File: config.mk
export PLATFORM = sky130hd
export DESIGN_NAME = bounded_queue_insert_delete_unit
export DESIGN_NICKNAME = d
export VERILOG_FILES = /design/src/rtl/core/bqid_pkg.sv /design/src/rtl/core/bqid_dp.sv /design/src/rtl/core/bqid_ctrl.sv /design/src/rtl/core/bounded_queue_insert_delete_unit.sv
export SDC_FILE = /design/constraint.sdc
export NUM_CORES = 1
export LEC_CHECK = 0
export CAP_MARGIN = 20
export CORE_MARGIN = 2
export CORE_UTILIZATION = 60
export CTS_CLUSTER_SIZE = 24
export DETAILED_ROUTE_END_ITERATION = 6
export DONT_BUFFER_PORTS = 1
export PLACE_DENSITY = 0.74
export SLEW_MARGIN = 20
export SYNTH_ARGS = -nofsm -noshare
export SYNTH_HDL_FRONTEND = slang
export SYNTH_HIERARCHICAL = 1
export SYNTH_SLANG_ARGS = --single-unit
File: constraint.sdc
create_clock -name i_clk -period 8.2 [get_ports i_clk]
set_input_delay 1.64 -clock i_clk [delete_from_list [all_inputs] [get_ports i_clk]]
set_output_delay 1.64 -clock i_clk [all_outputs]
set_load 0.01 [all_outputs]
File: src/rtl/core/bqid_pkg.sv
// Package for the bounded queue insert/delete unit: shared types and codes.
// No dependencies; imported by bqid_ctrl, bqid_dp and the top level.
package bqid_pkg;

    localparam int CNT_W = 5;   // entry count, limit and size fields
    localparam int POS_W = 8;   // request index
    localparam int IN_W  = 32;  // word as it arrives on the input port

    localparam logic [CNT_W-1:0] LIMIT_RST = 5'd16;

    typedef enum logic [1:0] {
        FN_APPEND     = 2'd0,
        FN_PUSH_FRONT = 2'd1,
        FN_INSERT     = 2'd2,
        FN_DELETE     = 2'd3
    } t_func;

    typedef enum logic [1:0] {
        ST_DONE         = 2'd0,
        ST_TAIL_DROPPED = 2'd1,
        ST_DISCARDED    = 2'd2,
        ST_BAD_INDEX    = 2'd3
    } t_status;

    typedef enum logic [1:0] {
        OP_NONE   = 2'd0,
        OP_PLACE  = 2'd1,
        OP_DELETE = 2'd2
    } t_op;

    // controller -> datapath
    typedef struct packed {
        logic             load;   // latch the incoming word
        t_op              op;
        logic [POS_W-1:0] pos;
        logic             grow;   // place adds an entry (else tail is dropped)
    } t_cmd;

    // datapath -> controller
    typedef struct packed {
        logic [CNT_W-1:0] count;
    } t_dp_stat;

endpackage

File: src/rtl/core/bqid_dp.sv
// Datapath: row of storage cells with per-cell shift select, and the entry count.
// Depends on bqid_pkg; driven by bqid_ctrl commands.
module bqid_dp #(
    parameter int DEPTH = 16,
    parameter int WIDTH = 32
) (
    input  logic                  i_clk,
    input  logic                  i_rst_n,
    input  bqid_pkg::t_cmd        i_cmd,
    input  logic [bqid_pkg::IN_W-1:0] i_word,
    output bqid_pkg::t_dp_stat    o_stat
);
    import bqid_pkg::*;

    // the 5-bit limit caps the count at 31, so no more cells are ever used
    localparam int CELLS = (DEPTH < 31) ? DEPTH : 31;

    logic [WIDTH-1:0] r_cell [CELLS];
    logic [WIDTH-1:0] n_cell [CELLS];
    logic [WIDTH-1:0] r_word;
    logic [WIDTH-1:0] w_word_in;
    logic [CNT_W-1:0] r_count;
    logic [CNT_W-1:0] n_count;
    logic [CNT_W-1:0] w_last;

    generate
        if (WIDTH <= IN_W) begin : g_trunc
            assign w_word_in = i_word[WIDTH-1:0];
        end else begin : g_ext
            assign w_word_in = {{(WIDTH-IN_W){1'b0}}, i_word};
        end
    endgenerate

    assign w_last = r_count + {{(CNT_W-1){1'b0}}, i_cmd.grow};

    always_comb begin
        for (int i = 0; i < CELLS; i++) begin
            n_cell[i] = r_cell[i];
            unique case (i_cmd.op)
                OP_PLACE: begin
                    if (POS_W'(i) == i_cmd.pos) begin
                        n_cell[i] = r_word;
                    end else if (POS_W'(i) > i_cmd.pos && CNT_W'(i) < w_last) begin
                        n_cell[i] = r_cell[(i > 0) ? i - 1 : 0];
                    end
                end
                OP_DELETE: begin
                    if (POS_W'(i) >= i_cmd.pos && CNT_W'(i + 1) < r_count) begin
                        n_cell[i] = r_cell[(i + 1 < CELLS) ? i + 1 : i];
                    end
                end
                default: ;
            endcase
        end
    end

    always_comb begin
        n_count = r_count;
        if (i_cmd.op == OP_PLACE && i_cmd.grow) begin
            n_count = r_count + 5'd1;
        end else if (i_cmd.op == OP_DELETE) begin
            n_count = r_count - 5'd1;
        end
    end

    always_ff @(posedge i_clk) begin
        if (!i_rst_n) begin
            r_count <= '0;
        end else begin
            r_count <= n_count;
        end
    end

    always_ff @(posedge i_clk) begin
        if (i_cmd.load) begin
            r_word <= w_word_in;
        end
        for (int i = 0; i < CELLS; i++) begin
            r_cell[i] <= n_cell[i];
        end
    end

    assign o_stat.count = r_count;

endmodule

File: src/rtl/core/bqid_ctrl.sv
// Controller: request handshake, operation decode and result register.
// Depends on bqid_pkg; issues commands to bqid_dp and reads its count.
module bqid_ctrl #(
    parameter int DEPTH = 16
) (
    input  logic                       i_clk,
    input  logic                       i_rst_n,
    input  logic                       i_in_valid,
    output logic                       o_in_ready,
    input  logic [1:0]                 i_func,
    input  logic [bqid_pkg::POS_W-1:0] i_position,
    input  logic                       i_position_unknown,
    input  logic [bqid_pkg::CNT_W-1:0] i_queue_limit,
    output logic                       o_out_valid,
    input  logic                       i_out_ready,
    output logic [1:0]                 o_status,
    output logic [bqid_pkg::CNT_W-1:0] o_size_after,
    output logic                       o_shape_changed,
    output bqid_pkg::t_cmd             o_cmd,
    input  bqid_pkg::t_dp_stat         i_stat
);
    import bqid_pkg::*;

    localparam int CELLS = (DEPTH < 31) ? DEPTH : 31;

    typedef enum logic {S_IDLE, S_EXEC} t_state;

    t_state           r_state;
    t_func            r_func;
    logic [POS_W-1:0] r_pos;
    logic             r_unk;
    logic             r_out_valid;
    t_status          r_status;
    logic [CNT_W-1:0] r_size;
    logic             r_changed;

    logic             w_in_acc;
    logic [CNT_W-1:0] w_lim;
    logic [POS_W-1:0] w_cnt8;
    logic             w_full;
    t_op              w_op;
    logic [POS_W-1:0] w_pos;
    t_status          w_st;
    logic [CNT_W-1:0] w_new_cnt;

    assign o_in_ready = (r_state == S_IDLE) && (!r_out_valid || i_out_ready);
    assign w_in_acc   = i_in_valid && o_in_ready;

    assign w_lim  = (i_queue_limit > CNT_W'(CELLS)) ? CNT_W'(CELLS) : i_queue_limit;
    assign w_cnt8 = {{(POS_W-CNT_W){1'b0}}, i_stat.count};
    assign w_full = i_stat.count >= w_lim;

    always_comb begin
        w_op  = OP_NONE;
        w_pos = r_pos;
        w_st  = ST_DONE;
        unique case (r_func)
            FN_APPEND: begin
                if (w_full) begin
                    w_st = ST_DISCARDED;
                end else begin
                    w_op  = OP_PLACE;
                    w_pos = w_cnt8;
                end
            end
            FN_PUSH_FRONT: begin
                if (w_lim == '0) begin
                    w_st = ST_DISCARDED;
                end else begin
                    w_op  = OP_PLACE;
                    w_pos = '0;
                    w_st  = w_full ? ST_TAIL_DROPPED : ST_DONE;
                end
            end
            FN_INSERT: begin
                if (r_unk || r_pos > w_cnt8) begin
                    w_st = ST_BAD_INDEX;
                end else if (w_lim == '0 || (w_full && r_pos == w_cnt8)) begin
                    w_st = ST_DISCARDED;
                end else begin
                    w_op = OP_PLACE;
                    w_st = w_full ? ST_TAIL_DROPPED : ST_DONE;
                end
            end
            FN_DELETE: begin
                if (r_unk || r_pos >= w_cnt8) begin
                    w_st = ST_BAD_INDEX;
                end else begin
                    w_op = OP_DELETE;
                end
            end
        endcase
        if (w_op == OP_PLACE && !w_full) begin
            w_new_cnt = i_stat.count + 5'd1;
        end else if (w_op == OP_DELETE) begin
            w_new_cnt = i_stat.count - 5'd1;
        end else begin
            w_new_cnt = i_stat.count;
        end
    end

    always_comb begin
        o_cmd.load = w_in_acc;
        o_cmd.op   = (r_state == S_EXEC) ? w_op : OP_NONE;
        o_cmd.pos  = w_pos;
        o_cmd.grow = !w_full;
    end

    // result register is always empty in S_EXEC: the accept edge either found it
    // empty or emptied it
    always_ff @(posedge i_clk) begin
        if (!i_rst_n) begin
            r_state     <= S_IDLE;
            r_out_valid <= 1'b0;
            r_func      <= FN_APPEND;
        end else begin
            unique case (r_state)
                S_IDLE: begin
                    if (i_out_ready) begin
                        r_out_valid <= 1'b0;
                    end
                    if (w_in_acc) begin
                        r_state <= S_EXEC;
                        r_func  <= t_func'(i_func);
                        r_pos   <= i_position;
                        r_unk   <= i_position_unknown;
                    end
                end
                S_EXEC: begin
                    r_state     <= S_IDLE;
                    r_out_valid <= 1'b1;
                    r_status    <= w_st;
                    r_size      <= w_new_cnt;
                    r_changed   <= (w_new_cnt != i_stat.count);
                end
            endcase
        end
    end

    assign o_out_valid     = r_out_valid;
    assign o_status        = r_status;
    assign o_size_after    = r_size;
    assign o_shape_changed = r_changed;

`ifndef SYNTHESIS
    a_exec_after_accept: assert property (@(posedge i_clk) disable iff (!i_rst_n)
        w_in_acc |=> r_state == S_EXEC)
        else $error("accepted item not executed next cycle");

    a_result_from_exec: assert property (@(posedge i_clk) disable iff (!i_rst_n)
        $rose(r_out_valid) |-> $past(r_state == S_EXEC))
        else $error("result appeared without an execute cycle");

    a_change_means_done: assert property (@(posedge i_clk) disable iff (!i_rst_n)
        (r_out_valid && r_changed) |-> r_status == ST_DONE)
        else $error("size changed on a request that did not complete");

    a_count_bounded: assert property (@(posedge i_clk) disable iff (!i_rst_n)
        (r_state == S_EXEC && w_op == OP_PLACE && !w_full) |-> i_stat.count < w_lim)
        else $error("entry added past the limit");
`endif

endmodule

File: src/rtl/core/bounded_queue_insert_delete_unit.sv
// Bounded queue with push back/front and indexed insert/delete. An item is
// taken, then executed in the next cycle, where every storage cell picks its
// new word (keep, shift, or the new word) at once; the result is registered
// at that edge. The controller's accept/execute sequence takes no new item
// while one is executing, and the next item can be taken in the cycle the
// result appears if the result is taken then. Storage is min(DEPTH, 31)
// cells, since the 5-bit limit never lets more entries in. Entries that
// were never written hold no defined value.
// Depends on bqid_pkg, bqid_ctrl and bqid_dp.
module bounded_queue_insert_delete_unit #(
    parameter int DEPTH = 16,
    parameter int WIDTH = 32
) (
    input  logic        i_clk,
    input  logic        i_rst_n,
    input  logic        i_in_valid,
    output logic        o_in_ready,
    input  logic [1:0]  i_func,
    input  logic [7:0]  i_position,
    input  logic        i_position_unknown,
    input  logic [31:0] i_element_value,
    output logic        o_out_valid,
    input  logic        i_out_ready,
    output logic [1:0]  o_status,
    output logic [4:0]  o_size_after,
    output logic        o_shape_changed,
    input  logic        psel,
    input  logic        penable,
    input  logic        pwrite,
    input  logic [2:0]  paddr,
    input  logic [31:0] pwdata,
    output logic [31:0] prdata,
    output logic        pready
);
    import bqid_pkg::*;

    logic [CNT_W-1:0] r_queue_limit;
    t_cmd             w_cmd;
    t_dp_stat         w_stat;

    assign pready = 1'b1;

    // single register, decoded at addresses 0 to 3 (paddr[2] low)
    always_ff @(posedge i_clk) begin
        if (!i_rst_n) begin
            r_queue_limit <= LIMIT_RST;
        end else if (psel && penable && pwrite && !paddr[2]) begin
            r_queue_limit <= pwdata[CNT_W-1:0];
        end
    end

    assign prdata = paddr[2] ? 32'd0 : {{(32-CNT_W){1'b0}}, r_queue_limit};

    bqid_ctrl #(
        .DEPTH (DEPTH)
    ) u_ctrl (
        .i_clk              (i_clk),
        .i_rst_n            (i_rst_n),
        .i_in_valid         (i_in_valid),
        .o_in_ready         (o_in_ready),
        .i_func             (i_func),
        .i_position         (i_position),
        .i_position_unknown (i_position_unknown),
        .i_queue_limit      (r_queue_limit),
        .o_out_valid        (o_out_valid),
        .i_out_ready        (i_out_ready),
        .o_status           (o_status),
        .o_size_after       (o_size_after),
        .o_shape_changed    (o_shape_changed),
        .o_cmd              (w_cmd),
        .i_stat             (w_stat)
    );

    bqid_dp #(
        .DEPTH (DEPTH),
        .WIDTH (WIDTH)
    ) u_dp (
        .i_clk   (i_clk),
        .i_rst_n (i_rst_n),
        .i_cmd   (w_cmd),
        .i_word  (i_element_value),
        .o_stat  (w_stat)
    );

endmodule
Yosys cells after proc, flatten, opt, wreduce, memory -nomap -nowiden

Index checks and enable logic that the tools add are counted.

Add/sub/neg operators: 2
$mul: 0
Div/mod/pow operators: 0
$lt $le $gt $ge: 4
Equality and inequality tests: 10
Shift operators: 0
Mux-type cells: 24
Bitwise logic cells: 1
Reductions and logical operators: 21

Operator list:

| operator                                                              | count |
|---|---|
| 5-bit two-way mux                                                     | 6 |
| 2-bit two-way mux                                                     | 8 |
| 2-bit one-hot mux with 4 select lines                                 | 2 |
| 2-bit equality test, second input constant                            | 4 |
| 8-bit by 5-bit equality test with 1-bit output                        | 1 |
| 8-bit by 5-bit greater-or-equal comparator with 1-bit output          | 1 |
| 8-bit by 5-bit > comparator with 1-bit output                         | 1 |
| 1-bit logical AND                                                     | 8 |
| 2-bit by 1-bit equality test with 1-bit output, second input constant | 3 |
| 1-bit two-way mux                                                     | 6 |
| 5-bit by 1-bit adder with 5-bit output, second input constant         | 1 |
| 5-bit greater-or-equal comparator                                     | 1 |
| 5-bit > comparator, second input constant                             | 1 |
| 5-bit zero test                                                       | 1 |
| 5-bit != test                                                         | 1 |
| 5-bit by 1-bit subtractor with 5-bit output, second input constant    | 1 |
| 1-bit logical OR                                                      | 4 |
| 1-bit one-hot mux with 2 select lines                                 | 2 |
| 2-bit AND reduction                                                   | 2 |
| 1-bit zero test                                                       | 3 |
| 3-bit AND reduction                                                   | 1 |
| 2-bit zero test                                                       | 1 |
| 2-bit != test, second input constant                                  | 1 |
| 2-bit nonzero test                                                    | 1 |
| 1-bit inverter                                                        | 1 |

Register bits: 31
Latch bits: 0
Memory bits (writable): 0
Memory bits (read-only): 0
Output and inout bits: 43
Memories: 0

Depth between registers and ports, before layout

Word-level depth: 12
Mapped depth: 15
Depth with buffers taken out: 15

Hierarchy

The synthesis kept the hierarchy.

By module, submodules not included:

| module                           | instances | cells each | area an instance (um^2) | sequential area each (um^2) |
|---|---|---|---|---|
| bqid_ctrl                        | 1         | 138        | 1396.3                  | 590.6 |
| bounded_queue_insert_delete_unit | 1         | 58         | 479.2                   | 100.1 |
| bqid_dp                          | 1         | 38         | 375.4                   | 100.1 |

Worst setup path after synthesis

No wires, ideal clock.

Kind: input to output
Start point: input i_out_ready
End point: output o_in_ready
Data arrival time: 1996 ps
Setup slack: 4564 ps
Stages: 2
Cells stage by stage: inv_1 > a21oi_1

Longest elaborated chain between the ends: 2

Ends and longest elaborated chain:

| element           | line                                   | source |
|---|---|---|
| from (decl)       | bounded_queue_insert_delete_unit.sv:23 | `input logic i_out_ready,` |
| 1-bit logical OR  | bqid_ctrl.sv:46                        | `assign o_in_ready = (r_state == S_IDLE) && (!r_out_valid \|\| i_out_ready);` |
| 1-bit logical AND | bqid_ctrl.sv:46                        |  |
| to (decl)         | bounded_queue_insert_delete_unit.sv:17 | `output logic o_in_ready,` |

Every way passes these cells.

==> out/metrics.csv <==
stage,metric,value,unit
floorplan,Starting Density,0.634,
clocking,hold_buf cts,0,
logic_synthesis,Ys Warns,6,
drt,number of remaining DRC errors,0,
clocking,setup bufs post-CTS,0,
drt,via/cell ratio,5.35,
power,Clock power frac,0.249,
timing,count of final setup violators,0,
drt,wire length per cell,13.3,microns
power,P_sw,0.104,mW
clocking,CTS H-tree lvls,2,
setup_path,RR Startpoint,u_dp/o_stat[0]$_SDFFE_PN0P_,
clocking,Clock Pin Slew Worst Setup and Hold Paths,100,ps
global_routing,vias in the first global route,1336,
floorplan,FP Rows,21,
final_layout,Post-Layout Cell Count,261,
clocking,TritonCTS Sinks,31,
global_routing,grt ovf,0,
final_layout,Ant. Diodes,0,
setup_path,CP Max Fanout,10,
placed_design,I/O Buffers,0,
final_layout,Final #Nets,315,
global_routing,initial antenna violation count,0,
timing,worst clock skew,9.08,ps
logic_synthesis,mapped cell area,2130,sq um
drt,DRT iter0 DRCs,54,
setup_path,worst reg2reg endpoint,u_dp/o_stat[4]$_SDFFE_PN0P_,
setup_path,reg2reg setup slack,4470,ps
power,Sequential Power Share,0.544,
placed_design,DP HPWL,2800,microns
clocking,clock root cell,clkbuf_4,
placed_design,placed cells,253,
setup_path,crit path launch type,flop,
clocking,CTS Buf Count,5,
setup_path,crit end category,flop,
final_layout,final core utilization,0.626,
worst_hold_path,Hold Path Stages,2,
worst_hold_path,Hold Crit Class,reg -> reg,
power,Lkg Pwr,0.872,nW
drt,drt first pass iters,4,
timing,fmax,0.268,GHz
worst_hold_path,Hold EP,r_queue_limit[3]$_SDFFE_PN0P_,
setup_path,worst-case reg-to-reg path depth,15,
power,power per cell area,161,nW/um^2
setup_path,crit path kind,reg -> reg,
timing,period utilization,0.455,
timing,Period minus WS final,3730,ps
drt,total wire length,3480,microns
setup_path,crit path DAT,4020,ps
clocking,CTS resizes,0,
drt,vias,1396,
final_layout,share of layout cells above drive strength 1,0.135,
timing,RSZ-0062 raised after global routing,false,
placed_design,routability cong.,0.716,
global_routing,largest net degree at the start of global routing,24,
timing,Setup WS post-layout,4470,ps
floorplan,top-level port count,128,
status,status,completed,
worst_hold_path,hold_sp,r_queue_limit[3]$_SDFFE_PN0P_,
setup_path,WP data required,8490,ps
timing,Setup TNS,0,ps
setup_path,crit path from,u_dp/o_stat[0]$_SDFFE_PN0P_,
power,internal power,0.234,mW
global_routing,GRT Total Usage,0.183,
job,maxcap violations,0,
clocking,CTS tree,yes,
placed_design,Placement Setup Slack,4510,ps
timing,"Slew Viols, Final",0,
floorplan,chip height,63.6,microns
floorplan,Die ar.,4040,sq um
logic_synthesis,synthesized area per cell,10.0,sq um
final_layout,P&R area growth vs syn,-1.17,%
drt,post-route ant nets,0,
floorplan,total core area,3360,sq um
power,peak supply drop,0.000107,V
clocking,clk buf depth,2,
timing,final count of hold timing violations,0,
floorplan,Die X,63.6,microns
clocking,insertion delay to the later sink of the worst-skew pair,340,ps
power,Gate power share,0.208,
logic_synthesis,Gate Count Post-Synth,213,
global_routing,first-pass GRT wire length,5670,microns
power,switching share of power,0.307,
==> state kept, by name (all words and copies together), names as in the netlist <==
name	flops
u_ctrl/o_size_after	5
u_ctrl/o_out_valid	1
u_ctrl/r_unk	1
u_ctrl/r_state	1
u_ctrl/r_pos	8
u_ctrl/o_shape_changed	1
r_queue_limit	5
u_ctrl/r_func	2
u_dp/o_stat	5
u_ctrl/o_status	2
==> cell usage in the layout (no fill, tap or decap), drive strengths merged, types with 4 or more instances in the layout <==
| cell type | instances |
|---|---|
| or4 | 4 |
| xnor2 | 5 |
| clkbuf | 5 |
| o21ai | 9 |
| nand3 | 4 |
| dfxtp | 14 |
| ha | 15 |
| inv | 13 |
| and3 | 8 |
| a21oi | 4 |
| mux2i | 5 |
| a21o | 5 |
| nor2b | 5 |
| nor2 | 6 |
| and2b | 5 |
| a21boi | 5 |
| nand2 | 24 |
| conb | 28 |
| edfxtp | 17 |
==> layer usage <==
metal	up-vias	wire length (microns)	GRT usage
met5	-	0	0
met4	0	51	0.0897
met3	6	209	0.0446
met2	51	1750	0.317
met1	643	1470	0.210
li1	696	-	-
==> area by class of cell <==
type                            count  area, sq um
Clock buffer                        5         37.5
Sequential cell                    31          791
Tap cell                           46         57.6
Fill cell                         296         1260
Multi-Input combinational cell    163         1160
Clock inverter                      3         15.0
Inverter                           13         48.8
==> critical path, stage by stage, from the launching register on <==
cell and delay (ps):
dfxtp_1 570, inv_1 200, ha_1 320, nand2b_1 130, a211oi_1 250, o21ai_1 200, inv_2 180, a21o_1 110
nand3_1 80, a21boi_0 370, nand3b_4 230, fa_1 460, a21o_1 190, a21o_1 180, o21bai_1 150, nand2_1 70
==> power groups by stage <==
stage / sequential [mW] / clock (mW) / combinational, mW
floorplan: 0.184 / 0 / 0.0709
global placement: 0.187 / 0 / 0.0660
detailed placement: 0.187 / 0 / 0.0703
CTS: 0.184 / 0.0876 / 0.0704
global route: 0.185 / 0.0924 / 0.0799
finish: 0.184 / 0.0841 / 0.0703
==> through the flow <==
step	instance area [sq um]	power [mW]	hold slack [ps]
2_1_floorplan	2230	0.254	452
3_3_place_gp	2050	0.253	482
3_5_place_dp	2050	0.258	499
4_1_cts	2110	0.342	514
5_1_grt	2110	0.358	541
6_report	2110	0.338	512
==> worst max path at each step <==
stage / slack (ps) / endpoint / depth (start not counted)
floorplan: 4560 / o_in_ready / 2
global placement: 4530 / o_in_ready / 2
detailed placement: 4510 / u_dp/o_stat[4]$_SDFFE_PN0P_ / 15
CTS: 4480 / u_dp/o_stat[4]$_SDFFE_PN0P_ / 15
global route: 4140 / u_dp/o_stat[4]$_SDFFE_PN0P_ / 15
finish: 4470 / u_dp/o_stat[4]$_SDFFE_PN0P_ / 15
(Power assumes the default switching activity.)
